[src/hdl/slr_pkg.sv]
// Shared types, constants and register codes for the stereo linear resampler.
package slr_pkg;

    // Fixed field widths
    localparam int SAMPLE_W   = 16;
    localparam int WEIGHT_W   = 15;
    localparam int PHASE_W    = 36;
    localparam int CFG_DATA_W = 36;
    localparam int CFG_IDX_W  = 1;

    // Defaults for the top-level parameters
    localparam int PHASE_FRAC_BITS_DEF = 32;
    localparam int MAX_OUT_PER_IN_DEF  = 8;

    // Queue depths (powers of two)
    localparam int IN_Q_DEPTH  = 2;
    localparam int OUT_Q_DEPTH = 4;
    localparam int OUT_CNT_W   = $clog2(OUT_Q_DEPTH + 1);

    // Register reset values
    localparam logic [PHASE_W-1:0] PHASE_STEP_RST = 36'h1_0000_0000;

    // Configuration register indexes
    typedef enum logic [CFG_IDX_W-1:0] {
        CFG_PHASE_STEP = 1'b0,
        CFG_BYPASS     = 1'b1
    } t_cfg_idx;

    // Input word: one source frame
    typedef struct packed {
        logic signed [SAMPLE_W-1:0] in_left;
        logic signed [SAMPLE_W-1:0] in_right;
    } t_in_word;

    // Result word: one output frame
    typedef struct packed {
        logic signed [SAMPLE_W-1:0] out_left;
        logic signed [SAMPLE_W-1:0] out_right;
        logic                       last_of_run;
    } t_out_word;

    // Queued frame, tagged with its handling at accept time
    typedef struct packed {
        t_in_word frame;
        logic     bypass;
    } t_front_word;

    // Write into the result queue
    typedef struct packed {
        logic      valid;
        t_out_word word;
    } t_out_wr;

endpackage

[src/hdl/slr_front.sv]
// Front end: accepts source frames, tags bypass handling, queues them for the back end.
module slr_front (
    input  logic                 i_clk,
    input  logic                 i_rst_n,
    input  logic                 push,
    output logic                 full,
    input  slr_pkg::t_in_word    i_in,
    input  logic                 i_bypass,
    output logic                 o_head_valid,
    output slr_pkg::t_front_word o_head,
    input  logic                 i_head_pop
);

    localparam int DEPTH = slr_pkg::IN_Q_DEPTH;
    localparam int PTR_W = (DEPTH > 1) ? $clog2(DEPTH) : 1;
    localparam int CNT_W = $clog2(DEPTH + 1);

    slr_pkg::t_front_word r_mem [DEPTH];
    logic [PTR_W-1:0]     r_wr_ptr, r_rd_ptr;
    logic [CNT_W-1:0]     r_count;
    logic                 wr_en, rd_en;

    assign full         = (r_count == CNT_W'(DEPTH));
    assign wr_en        = push && !full;
    assign rd_en        = i_head_pop && o_head_valid;
    assign o_head_valid = (r_count != '0);
    assign o_head       = r_mem[r_rd_ptr];

    // Storage: classify and write
    always_ff @(posedge i_clk) begin
        if (wr_en) begin
            r_mem[r_wr_ptr] <= '{frame: i_in, bypass: i_bypass};
        end
    end

    // Pointers and fill count
    always_ff @(posedge i_clk) begin
        if (!i_rst_n) begin
            r_wr_ptr <= '0;
            r_rd_ptr <= '0;
            r_count  <= '0;
        end else begin
            if (wr_en) begin
                r_wr_ptr <= r_wr_ptr + PTR_W'(1);
            end
            if (rd_en) begin
                r_rd_ptr <= r_rd_ptr + PTR_W'(1);
            end
            unique case ({wr_en, rd_en})
                2'b10:   r_count <= r_count + CNT_W'(1);
                2'b01:   r_count <= r_count - CNT_W'(1);
                default: r_count <= r_count;
            endcase
        end
    end

    a_count_bound: assert property (@(posedge i_clk) disable iff (!i_rst_n)
        r_count <= CNT_W'(DEPTH))
        else $error("input queue count out of range");

endmodule

[src/hdl/slr_out_queue.sv]
// Result queue: holds finished output frames until popped.
module slr_out_queue (
    input  logic                              i_clk,
    input  logic                              i_rst_n,
    input  slr_pkg::t_out_wr                  i_wr,
    input  logic                              pop,
    output logic                              empty,
    output slr_pkg::t_out_word                o_out,
    output logic [slr_pkg::OUT_CNT_W-1:0]     o_count
);

    localparam int DEPTH = slr_pkg::OUT_Q_DEPTH;
    localparam int PTR_W = (DEPTH > 1) ? $clog2(DEPTH) : 1;
    localparam int CNT_W = slr_pkg::OUT_CNT_W;

    slr_pkg::t_out_word r_mem [DEPTH];
    logic [PTR_W-1:0]   r_wr_ptr, r_rd_ptr;
    logic [CNT_W-1:0]   r_count;
    logic               rd_en;

    assign empty   = (r_count == '0);
    assign rd_en   = pop && !empty;
    assign o_out   = r_mem[r_rd_ptr];
    assign o_count = r_count;

    // Storage
    always_ff @(posedge i_clk) begin
        if (i_wr.valid) begin
            r_mem[r_wr_ptr] <= i_wr.word;
        end
    end

    // Pointers and fill count
    always_ff @(posedge i_clk) begin
        if (!i_rst_n) begin
            r_wr_ptr <= '0;
            r_rd_ptr <= '0;
            r_count  <= '0;
        end else begin
            if (i_wr.valid) begin
                r_wr_ptr <= r_wr_ptr + PTR_W'(1);
            end
            if (rd_en) begin
                r_rd_ptr <= r_rd_ptr + PTR_W'(1);
            end
            unique case ({i_wr.valid, rd_en})
                2'b10:   r_count <= r_count + CNT_W'(1);
                2'b01:   r_count <= r_count - CNT_W'(1);
                default: r_count <= r_count;
            endcase
        end
    end

    // Credit scheme upstream must never write into a full queue
    a_no_overflow: assert property (@(posedge i_clk) disable iff (!i_rst_n)
        i_wr.valid |-> (r_count != CNT_W'(DEPTH)))
        else $error("result queue written while full");

endmodule

[src/hdl/slr_back.sv]
// Back end: phase sequencer and two-stage interpolation datapath.
module slr_back #(
    parameter int PHASE_FRAC_BITS = slr_pkg::PHASE_FRAC_BITS_DEF,
    parameter int MAX_OUT_PER_IN  = slr_pkg::MAX_OUT_PER_IN_DEF
) (
    input  logic                                i_clk,
    input  logic                                i_rst_n,
    input  logic                                i_head_valid,
    input  slr_pkg::t_front_word                i_head,
    output logic                                o_head_pop,
    input  logic [slr_pkg::PHASE_W-1:0]         i_phase_step,
    input  logic [slr_pkg::OUT_CNT_W-1:0]       i_out_count,
    output slr_pkg::t_out_wr                    o_wr
);

    localparam int PW    = slr_pkg::PHASE_W;
    localparam int SW    = slr_pkg::SAMPLE_W;
    localparam int WW    = slr_pkg::WEIGHT_W;
    localparam int N_W   = $clog2(MAX_OUT_PER_IN + 1);
    localparam int OC_W  = slr_pkg::OUT_CNT_W;
    localparam int P0_W  = SW + WW + 2;   // sample x (weight range up to 2^15)
    localparam int P1_W  = SW + WW + 1;
    localparam int SUM_W = P0_W + 1;
    localparam logic [PW-1:0] ONE_FRAME = PW'(1) << PHASE_FRAC_BITS;

    // Sequencer state
    logic [PW-1:0]        r_phase, n_phase;
    logic signed [SW-1:0] r_prev_l, n_prev_l, r_prev_r, n_prev_r;
    logic [N_W-1:0]       r_n, n_n;

    // Stage 1: operands
    logic                 r_s1_v, n_s1_v;
    logic signed [SW-1:0] r_s1_a_l, n_s1_a_l, r_s1_a_r, n_s1_a_r;
    logic signed [SW-1:0] r_s1_b_l, n_s1_b_l, r_s1_b_r, n_s1_b_r;
    logic [WW-1:0]        r_s1_w1, n_s1_w1;
    logic                 r_s1_last, n_s1_last;

    // Stage 2: products
    logic                   r_s2_v;
    logic signed [P0_W-1:0] r_p0_l, r_p0_r;
    logic signed [P1_W-1:0] r_p1_l, r_p1_r;
    logic                   r_s2_last;

    logic                   whole, next_whole, room;
    logic [PW-1:0]          next_phase;
    logic [WW:0]            s1_w0;
    logic [OC_W:0]          pending;
    logic signed [SUM_W-1:0] sum_l, sum_r;

    assign whole      = |r_phase[PW-1:PHASE_FRAC_BITS];
    assign next_phase = r_phase + i_phase_step;
    assign next_whole = |next_phase[PW-1:PHASE_FRAC_BITS];
    assign pending    = (OC_W+1)'(i_out_count) + (OC_W+1)'(r_s1_v) + (OC_W+1)'(r_s2_v);
    assign room       = (pending < (OC_W+1)'(slr_pkg::OUT_Q_DEPTH));

    // Sequencer: one output per cycle if the queue has room, then frame close
    always_comb begin
        n_phase    = r_phase;
        n_prev_l   = r_prev_l;
        n_prev_r   = r_prev_r;
        n_n        = r_n;
        n_s1_v     = 1'b0;
        n_s1_a_l   = r_prev_l;
        n_s1_a_r   = r_prev_r;
        n_s1_b_l   = i_head.frame.in_left;
        n_s1_b_r   = i_head.frame.in_right;
        n_s1_w1    = r_phase[PHASE_FRAC_BITS-1 -: WW];
        n_s1_last  = 1'b0;
        o_head_pop = 1'b0;
        if (i_head_valid) begin
            priority if (i_head.bypass) begin
                // pass through: full weight on the current frame itself
                if (room) begin
                    n_s1_v     = 1'b1;
                    n_s1_a_l   = i_head.frame.in_left;
                    n_s1_a_r   = i_head.frame.in_right;
                    n_s1_w1    = '0;
                    n_s1_last  = 1'b1;
                    o_head_pop = 1'b1;
                end
            end else if (whole || (r_n == N_W'(MAX_OUT_PER_IN))) begin
                // close the frame: drop one whole frame, floor at zero
                n_phase    = whole ? (r_phase - ONE_FRAME) : '0;
                n_prev_l   = i_head.frame.in_left;
                n_prev_r   = i_head.frame.in_right;
                n_n        = '0;
                o_head_pop = 1'b1;
            end else if (room) begin
                n_s1_v    = 1'b1;
                n_s1_last = (r_n == N_W'(MAX_OUT_PER_IN - 1)) || next_whole;
                n_phase   = next_phase;
                n_n       = r_n + N_W'(1);
            end else begin
                // result queue has no room: hold the frame
            end
        end
    end

    // Sequencer and valid registers
    always_ff @(posedge i_clk) begin
        if (!i_rst_n) begin
            r_phase  <= '0;
            r_prev_l <= '0;
            r_prev_r <= '0;
            r_n      <= '0;
            r_s1_v   <= 1'b0;
            r_s2_v   <= 1'b0;
        end else begin
            r_phase  <= n_phase;
            r_prev_l <= n_prev_l;
            r_prev_r <= n_prev_r;
            r_n      <= n_n;
            r_s1_v   <= n_s1_v;
            r_s2_v   <= r_s1_v;
        end
    end

    assign s1_w0 = (WW+1)'(1 << WW) - (WW+1)'(r_s1_w1);

    // Datapath registers
    always_ff @(posedge i_clk) begin
        if (n_s1_v) begin
            r_s1_a_l  <= n_s1_a_l;
            r_s1_a_r  <= n_s1_a_r;
            r_s1_b_l  <= n_s1_b_l;
            r_s1_b_r  <= n_s1_b_r;
            r_s1_w1   <= n_s1_w1;
            r_s1_last <= n_s1_last;
        end
        if (r_s1_v) begin
            r_p0_l    <= r_s1_a_l * $signed({1'b0, s1_w0});
            r_p0_r    <= r_s1_a_r * $signed({1'b0, s1_w0});
            r_p1_l    <= r_s1_b_l * $signed({1'b0, r_s1_w1});
            r_p1_r    <= r_s1_b_r * $signed({1'b0, r_s1_w1});
            r_s2_last <= r_s1_last;
        end
    end

    // Sum and floor by 2^15: the bit slice of the two's complement sum
    assign sum_l = SUM_W'(r_p0_l) + SUM_W'(r_p1_l);
    assign sum_r = SUM_W'(r_p0_r) + SUM_W'(r_p1_r);

    assign o_wr.valid            = r_s2_v;
    assign o_wr.word.out_left    = sum_l[WW +: SW];
    assign o_wr.word.out_right   = sum_r[WW +: SW];
    assign o_wr.word.last_of_run = r_s2_last;

    a_run_bound: assert property (@(posedge i_clk) disable iff (!i_rst_n)
        r_n <= N_W'(MAX_OUT_PER_IN))
        else $error("output run count past its cap");

    a_bypass_keeps_phase: assert property (@(posedge i_clk) disable iff (!i_rst_n)
        (o_head_pop && i_head.bypass) |=> ($stable(r_phase) && $stable(r_prev_l)))
        else $error("bypass frame changed interpolation state");

    a_close_resets_run: assert property (@(posedge i_clk) disable iff (!i_rst_n)
        (o_head_pop && !i_head.bypass) |=> (r_n == '0))
        else $error("run count not cleared at frame close");

    a_pipe_flow: assert property (@(posedge i_clk) disable iff (!i_rst_n)
        r_s1_v |=> r_s2_v)
        else $error("interpolation pipe dropped a word");

endmodule

[src/hdl/stereo_linear_resampler_top.sv]
// Frames pass the input queue, the operand and product registers, then the result queue.
// The phase sequencer sets the throughput: it gives a frame's outputs (up to MAX_OUT_PER_IN)
// while the result queue has room, then closes the frame; a bypassed frame gives one output.
// Reset is synchronous, active low: queues empty, phase and previous frame zero,
// phase_step 2^32 (one whole frame at the default PHASE_FRAC_BITS), bypass off.
// Top level of the stereo linear resampler.
module stereo_linear_resampler_top #(
    parameter int PHASE_FRAC_BITS = slr_pkg::PHASE_FRAC_BITS_DEF,
    parameter int MAX_OUT_PER_IN  = slr_pkg::MAX_OUT_PER_IN_DEF
) (
    input  logic                              i_clk,
    input  logic                              i_rst_n,
    input  logic                              push,
    output logic                              full,
    input  slr_pkg::t_in_word                 i_in,
    output logic                              empty,
    input  logic                              pop,
    output slr_pkg::t_out_word                o_out,
    input  logic                              i_cfg_we,
    input  logic [slr_pkg::CFG_IDX_W-1:0]     i_cfg_idx,
    input  logic [slr_pkg::CFG_DATA_W-1:0]    i_cfg_wdata
);

    logic [slr_pkg::PHASE_W-1:0]   r_phase_step;
    logic                          r_bypass;
    logic                          head_valid, head_pop;
    slr_pkg::t_front_word          head;
    slr_pkg::t_out_wr              out_wr;
    logic [slr_pkg::OUT_CNT_W-1:0] out_count;

    // Configuration registers
    always_ff @(posedge i_clk) begin
        if (!i_rst_n) begin
            r_phase_step <= slr_pkg::PHASE_STEP_RST;
            r_bypass     <= 1'b0;
        end else if (i_cfg_we) begin
            unique case (slr_pkg::t_cfg_idx'(i_cfg_idx))
                slr_pkg::CFG_PHASE_STEP: r_phase_step <= i_cfg_wdata[slr_pkg::PHASE_W-1:0];
                slr_pkg::CFG_BYPASS:     r_bypass     <= i_cfg_wdata[0];
                default:                 r_bypass     <= r_bypass;
            endcase
        end
    end

    slr_front u_front (
        .i_clk        (i_clk),
        .i_rst_n      (i_rst_n),
        .push         (push),
        .full         (full),
        .i_in         (i_in),
        .i_bypass     (r_bypass),
        .o_head_valid (head_valid),
        .o_head       (head),
        .i_head_pop   (head_pop)
    );

    slr_back #(
        .PHASE_FRAC_BITS (PHASE_FRAC_BITS),
        .MAX_OUT_PER_IN  (MAX_OUT_PER_IN)
    ) u_back (
        .i_clk        (i_clk),
        .i_rst_n      (i_rst_n),
        .i_head_valid (head_valid),
        .i_head       (head),
        .o_head_pop   (head_pop),
        .i_phase_step (r_phase_step),
        .i_out_count  (out_count),
        .o_wr         (out_wr)
    );

    slr_out_queue u_out_queue (
        .i_clk   (i_clk),
        .i_rst_n (i_rst_n),
        .i_wr    (out_wr),
        .pop     (pop),
        .empty   (empty),
        .o_out   (o_out),
        .o_count (out_count)
    );

endmodule
[config.mk]
export PLATFORM = sky130hd
export DESIGN_NAME = stereo_linear_resampler_top
export DESIGN_NICKNAME = d
export VERILOG_FILES = /design/src/hdl/slr_pkg.sv /design/src/hdl/slr_front.sv /design/src/hdl/slr_out_queue.sv /design/src/hdl/slr_back.sv /design/src/hdl/stereo_linear_resampler_top.sv
export SDC_FILE = /design/constraint.sdc
export NUM_CORES = 2
export LEC_CHECK = 0
export BUFFER_PORTS_ARGS = -buffer_cell sky130_fd_sc_hd__buf_2
export CAP_MARGIN = 20
export CORE_ASPECT_RATIO = 0.9
export CORE_MARGIN = 1.5
export CORE_UTILIZATION = 55
export CTS_CLUSTER_SIZE = 25
export DETAILED_ROUTE_END_ITERATION = 8
export PLACE_DENSITY = 0.67
export SKIP_LAST_GASP = 1
export SLEW_MARGIN = 20
export SYNTH_ARGS = -nofsm -noshare
export SYNTH_HDL_FRONTEND = slang
export SYNTH_HIERARCHICAL = 1
export SYNTH_SLANG_ARGS = --single-unit
[constraint.sdc]
create_clock -name i_clk -period 9.1 [get_ports i_clk]
set_input_delay 2.275 -clock i_clk [delete_from_list [all_inputs] [get_ports i_clk]]
set_output_delay 2.275 -clock i_clk [all_outputs]
set_load 0.005 [all_outputs]
==> impl_metrics.env <==
export IMPL_status="finished, final reports clean"
export IMPL_worstSkewPairLatency_ns=0.66
export IMPL_async_flop_share_pct=0
export IMPL_worstPathRequired_ns=9.48
export IMPL_syn_inst=5716
export IMPL_cts_tree="yes"
export IMPL_ys_seq_elements=528
export IMPL_io_pin_count=109
export IMPL_cts_buffers=57
export IMPL_die_w_um=346
export IMPL_cts_sinks=528
export IMPL_end_kind="register"
export IMPL_skew_ns=0.0340
export IMPL_avgRoutedWirePerCell_um=19.6
export IMPL_synth_ff_type="edfxtp_1"
export IMPL_worst_pin_slew_ns=1.06
export IMPL_dr_max_layer_used="met5"
export IMPL_wl_um=140000
export IMPL_start_kind="register"
export IMPL_place_congestion=0.914
export IMPL_grt_pass1_wl_um=225000
export IMPL_setup_viol=0
export IMPL_ys_seq_area_share_pct=25.1
export IMPL_row_count=112
export IMPL_wl_met1_um=61400
export IMPL_clockBufferDepth=3
export IMPL_dpl_hpwl_um=109000
export IMPL_syn_to_final_growth_pct=6.66
export IMPL_drive_above_1_share_pct=7.19
export IMPL_crit_slowest_cell="fa_1"
export IMPL_synth_area_um2=58100
export IMPL_initial_core_util_pct=55.8
export IMPL_num_vias=38833
export IMPL_clk_pin_slew_worst_paths_ns=0.07
export IMPL_wl_met2_um=62800
export IMPL_die_area_um2=108000
export IMPL_rsz0062_at_grt="false"
export IMPL_hold_viol=0
export IMPL_period_share_pct=93.3
export IMPL_min_path_type="reg2reg"
export IMPL_drt_iter0_drc=2692
export IMPL_cap_viol_max_count=0
export IMPL_syn_nets=7145
export IMPL_avgSynthCellArea_um2=10.2
export IMPL_worst_path_most_repeated_cell="fa_1"
export IMPL_cts_resized=0
export IMPL_crit_arrival_ns=8.87
export IMPL_crit_fanout=19
export IMPL_slew_violations=0
export IMPL_cpPeakStageDelay_ns=0.54
export IMPL_cts_root_buf="clkbuf_16"
export IMPL_post_cts_buffers=0
export IMPL_nNetsFinal=7141
export IMPL_wl_met3_um=9900
export IMPL_synth_cell_types=88
export IMPL_finalSetupTns_ns=0
export IMPL_yosys_warnings=6
export IMPL_grt_usage_pct=26.7
export IMPL_path_class="reg2reg"
export IMPL_drtAntennaViolNets=0
export IMPL_gr_total_overflow=0
export IMPL_drt_pass1_iterations=5
export IMPL_via_per_inst=5.44
export IMPL_die_height_um=311
export IMPL_coreArea_um2=104000
export IMPL_cts_hold_buf=0
export IMPL_timing_hold_ws_ns=0.453
export IMPL_grt_max_degree=87
export IMPL_ctsHtreeMaxLevel=2
export IMPL_port_buffers=108
export IMPL_fin_crit_ns=8.49
export IMPL_maxSlewHeadroom_pct=28.7
export IMPL_antenna_found_initial=8
export IMPL_drcViolationCount=0
export IMPL_synth_edff_count=403
export IMPL_grt_pass1_vias=41003
export IMPL_fmax_mhz=118
export IMPL_n_fill_cell=8816
[routing by layer]
layer,global-route usage (%),vias up
li1,-,17912
met4,10.0,2
met2,42.5,1228
met1,36.9,19465
met5,0,-
met3,4.29,226
[cells in the mapped netlist, types with 6 or more instances]
master	count	share of area (%)
a211oi_1	18	0.23
a21boi_0	13	0.17
a21o_1	63	0.81
a21oi_1	170	1.5
a22oi_1	21	0.27
a31oi_1	10	0.11
and2_1	465	5.0
and3_1	46	0.49
buf_1	7	0.045
buf_12	7	0.24
buf_2	16	0.14
clkbuf_1	196	1.3
dfxtp_1	125	4.3
edfxtp_1	403	21
fa_1	872	30
ha_1	483	10
inv_1	1137	7.3
mux2_2	65	1.3
mux2i_1	38	0.65
mux4_2	30	1.2
nand2_1	734	4.7
nand2b_1	28	0.30
nand3_1	42	0.36
nand4_1	21	0.23
nor2_1	167	1.1
nor2b_1	18	0.19
nor3_1	41	0.35
nor4_1	7	0.075
o211ai_1	16	0.21
o21a_1	29	0.37
o21ai_0	82	0.71
o21ai_1	8	0.069
o21bai_1	19	0.25
o31ai_1	6	0.077
or2_2	7	0.075
or3_1	17	0.18
xnor2_1	143	2.2
xor2_1	52	0.78
[logic make-up after synthesis]
group,count (synthesis),share of synthesized area (%)
AOI/OAI and AO/OA,509,5.62
xor gates and xnor gates,196,2.97
muxes,136,3.21
DFF,528,25.1
and+or+nand+nor,1623,13.6
adders and majority gates,1355,40.4
buffers and inverters,1369,9.12
[area by class of cell]
type / count / area (µm²) / area share, %
sequential: 528 / 14600 / 23.6
clock buffer: 64 / 1490 / 2.41
timing repair buffer: 168 / 993 / 1.60
inverter: 1138 / 4270 / 6.89
multi-input combinational: 3819 / 38400 / 61.9
antenna: 3 / 7.51 / 0.0121
clock inverter: 44 / 566 / 0.912
tap: 1368 / 1710 / 2.76
[worst paths after layout]
check                                        from                end  slack, ns  cells past startpoint
worst min-delay path            u_back/r_phase[0]  u_back/r_phase[0]       0.45                      2
worst max register to register  u_back/r_s1_w1[0]  u_back/r_p0_l[30]       0.61                     28
worst min register to register  u_back/r_phase[0]  u_back/r_phase[0]       0.45                      2
worst max-delay path            u_back/r_s1_w1[0]  u_back/r_p0_l[30]       0.61                     28
[metrics by stage]
stage / utilization, % / cell area, µm² / setup WS [ns] / cells
floorplan: - / 58100 / 1.38 / 5716
global placement: 57.5 / 59900 / 0.740 / 7021
detailed placement: 57.5 / 59900 / 0.612 / 7021
CTS: 59.5 / 62000 / 0.581 / 7129
global route: 59.5 / 62000 / 0.159 / 7129
finish: 59.5 / 62000 / 0.607 / 7132
[cells in the final DEF, fill, tap and decap left out, types with 61 or more instances in the layout]
cell	Yosys	routed
edfxtp_1	403	403
and2_1	465	460
xnor2_1	143	135
buf_4	2	61
buf_2	16	107
o21ai_0	82	82
ha_1	483	483
mux2_2	65	65
inv_1	1137	1136
nor2_1	167	167
dfxtp_1	125	123
a21oi_1	170	170
a21o_1	63	63
nand2_1	734	732
fa_1	872	872
[critical path, delay by kind of cell, from the launching register on]
family	cells	cell delay, ns
adder cells (fa/ha/maj)	8	3.58
AND/OR/NAND/NOR	8	1.71
AO/OA/AOI/OAI	5	1.27
buffers and inverters	5	0.67
flip-flops	1	0.39
XOR/XNOR	1	0.35
multiplexers	1	0.24
[state kept, by name, indices dropped and copies added, names as in the netlist, 3 cells and up, named ones only]
register,count
u_front/r_mem,66
u_back/r_p1_r,31
u_back/r_prev_r,16
u_back/r_prev_l,16
u_back/r_n,4
u_back/r_p1_l,31
u_back/r_phase,36
u_back/r_s1_b_r,16
u_out_queue/o_count,3
u_out_queue/r_mem,132
r_phase_step,36
u_back/r_p0_r,31
u_back/r_p0_l,31
u_back/r_s1_a_l,16
u_back/r_s1_a_r,16
u_back/r_s1_b_l,16
u_back/r_s1_w1,15
Power is left out: the tool's default activity adds up to more than one toggle a clock period on the data nets, which glitch-free logic cannot reach.
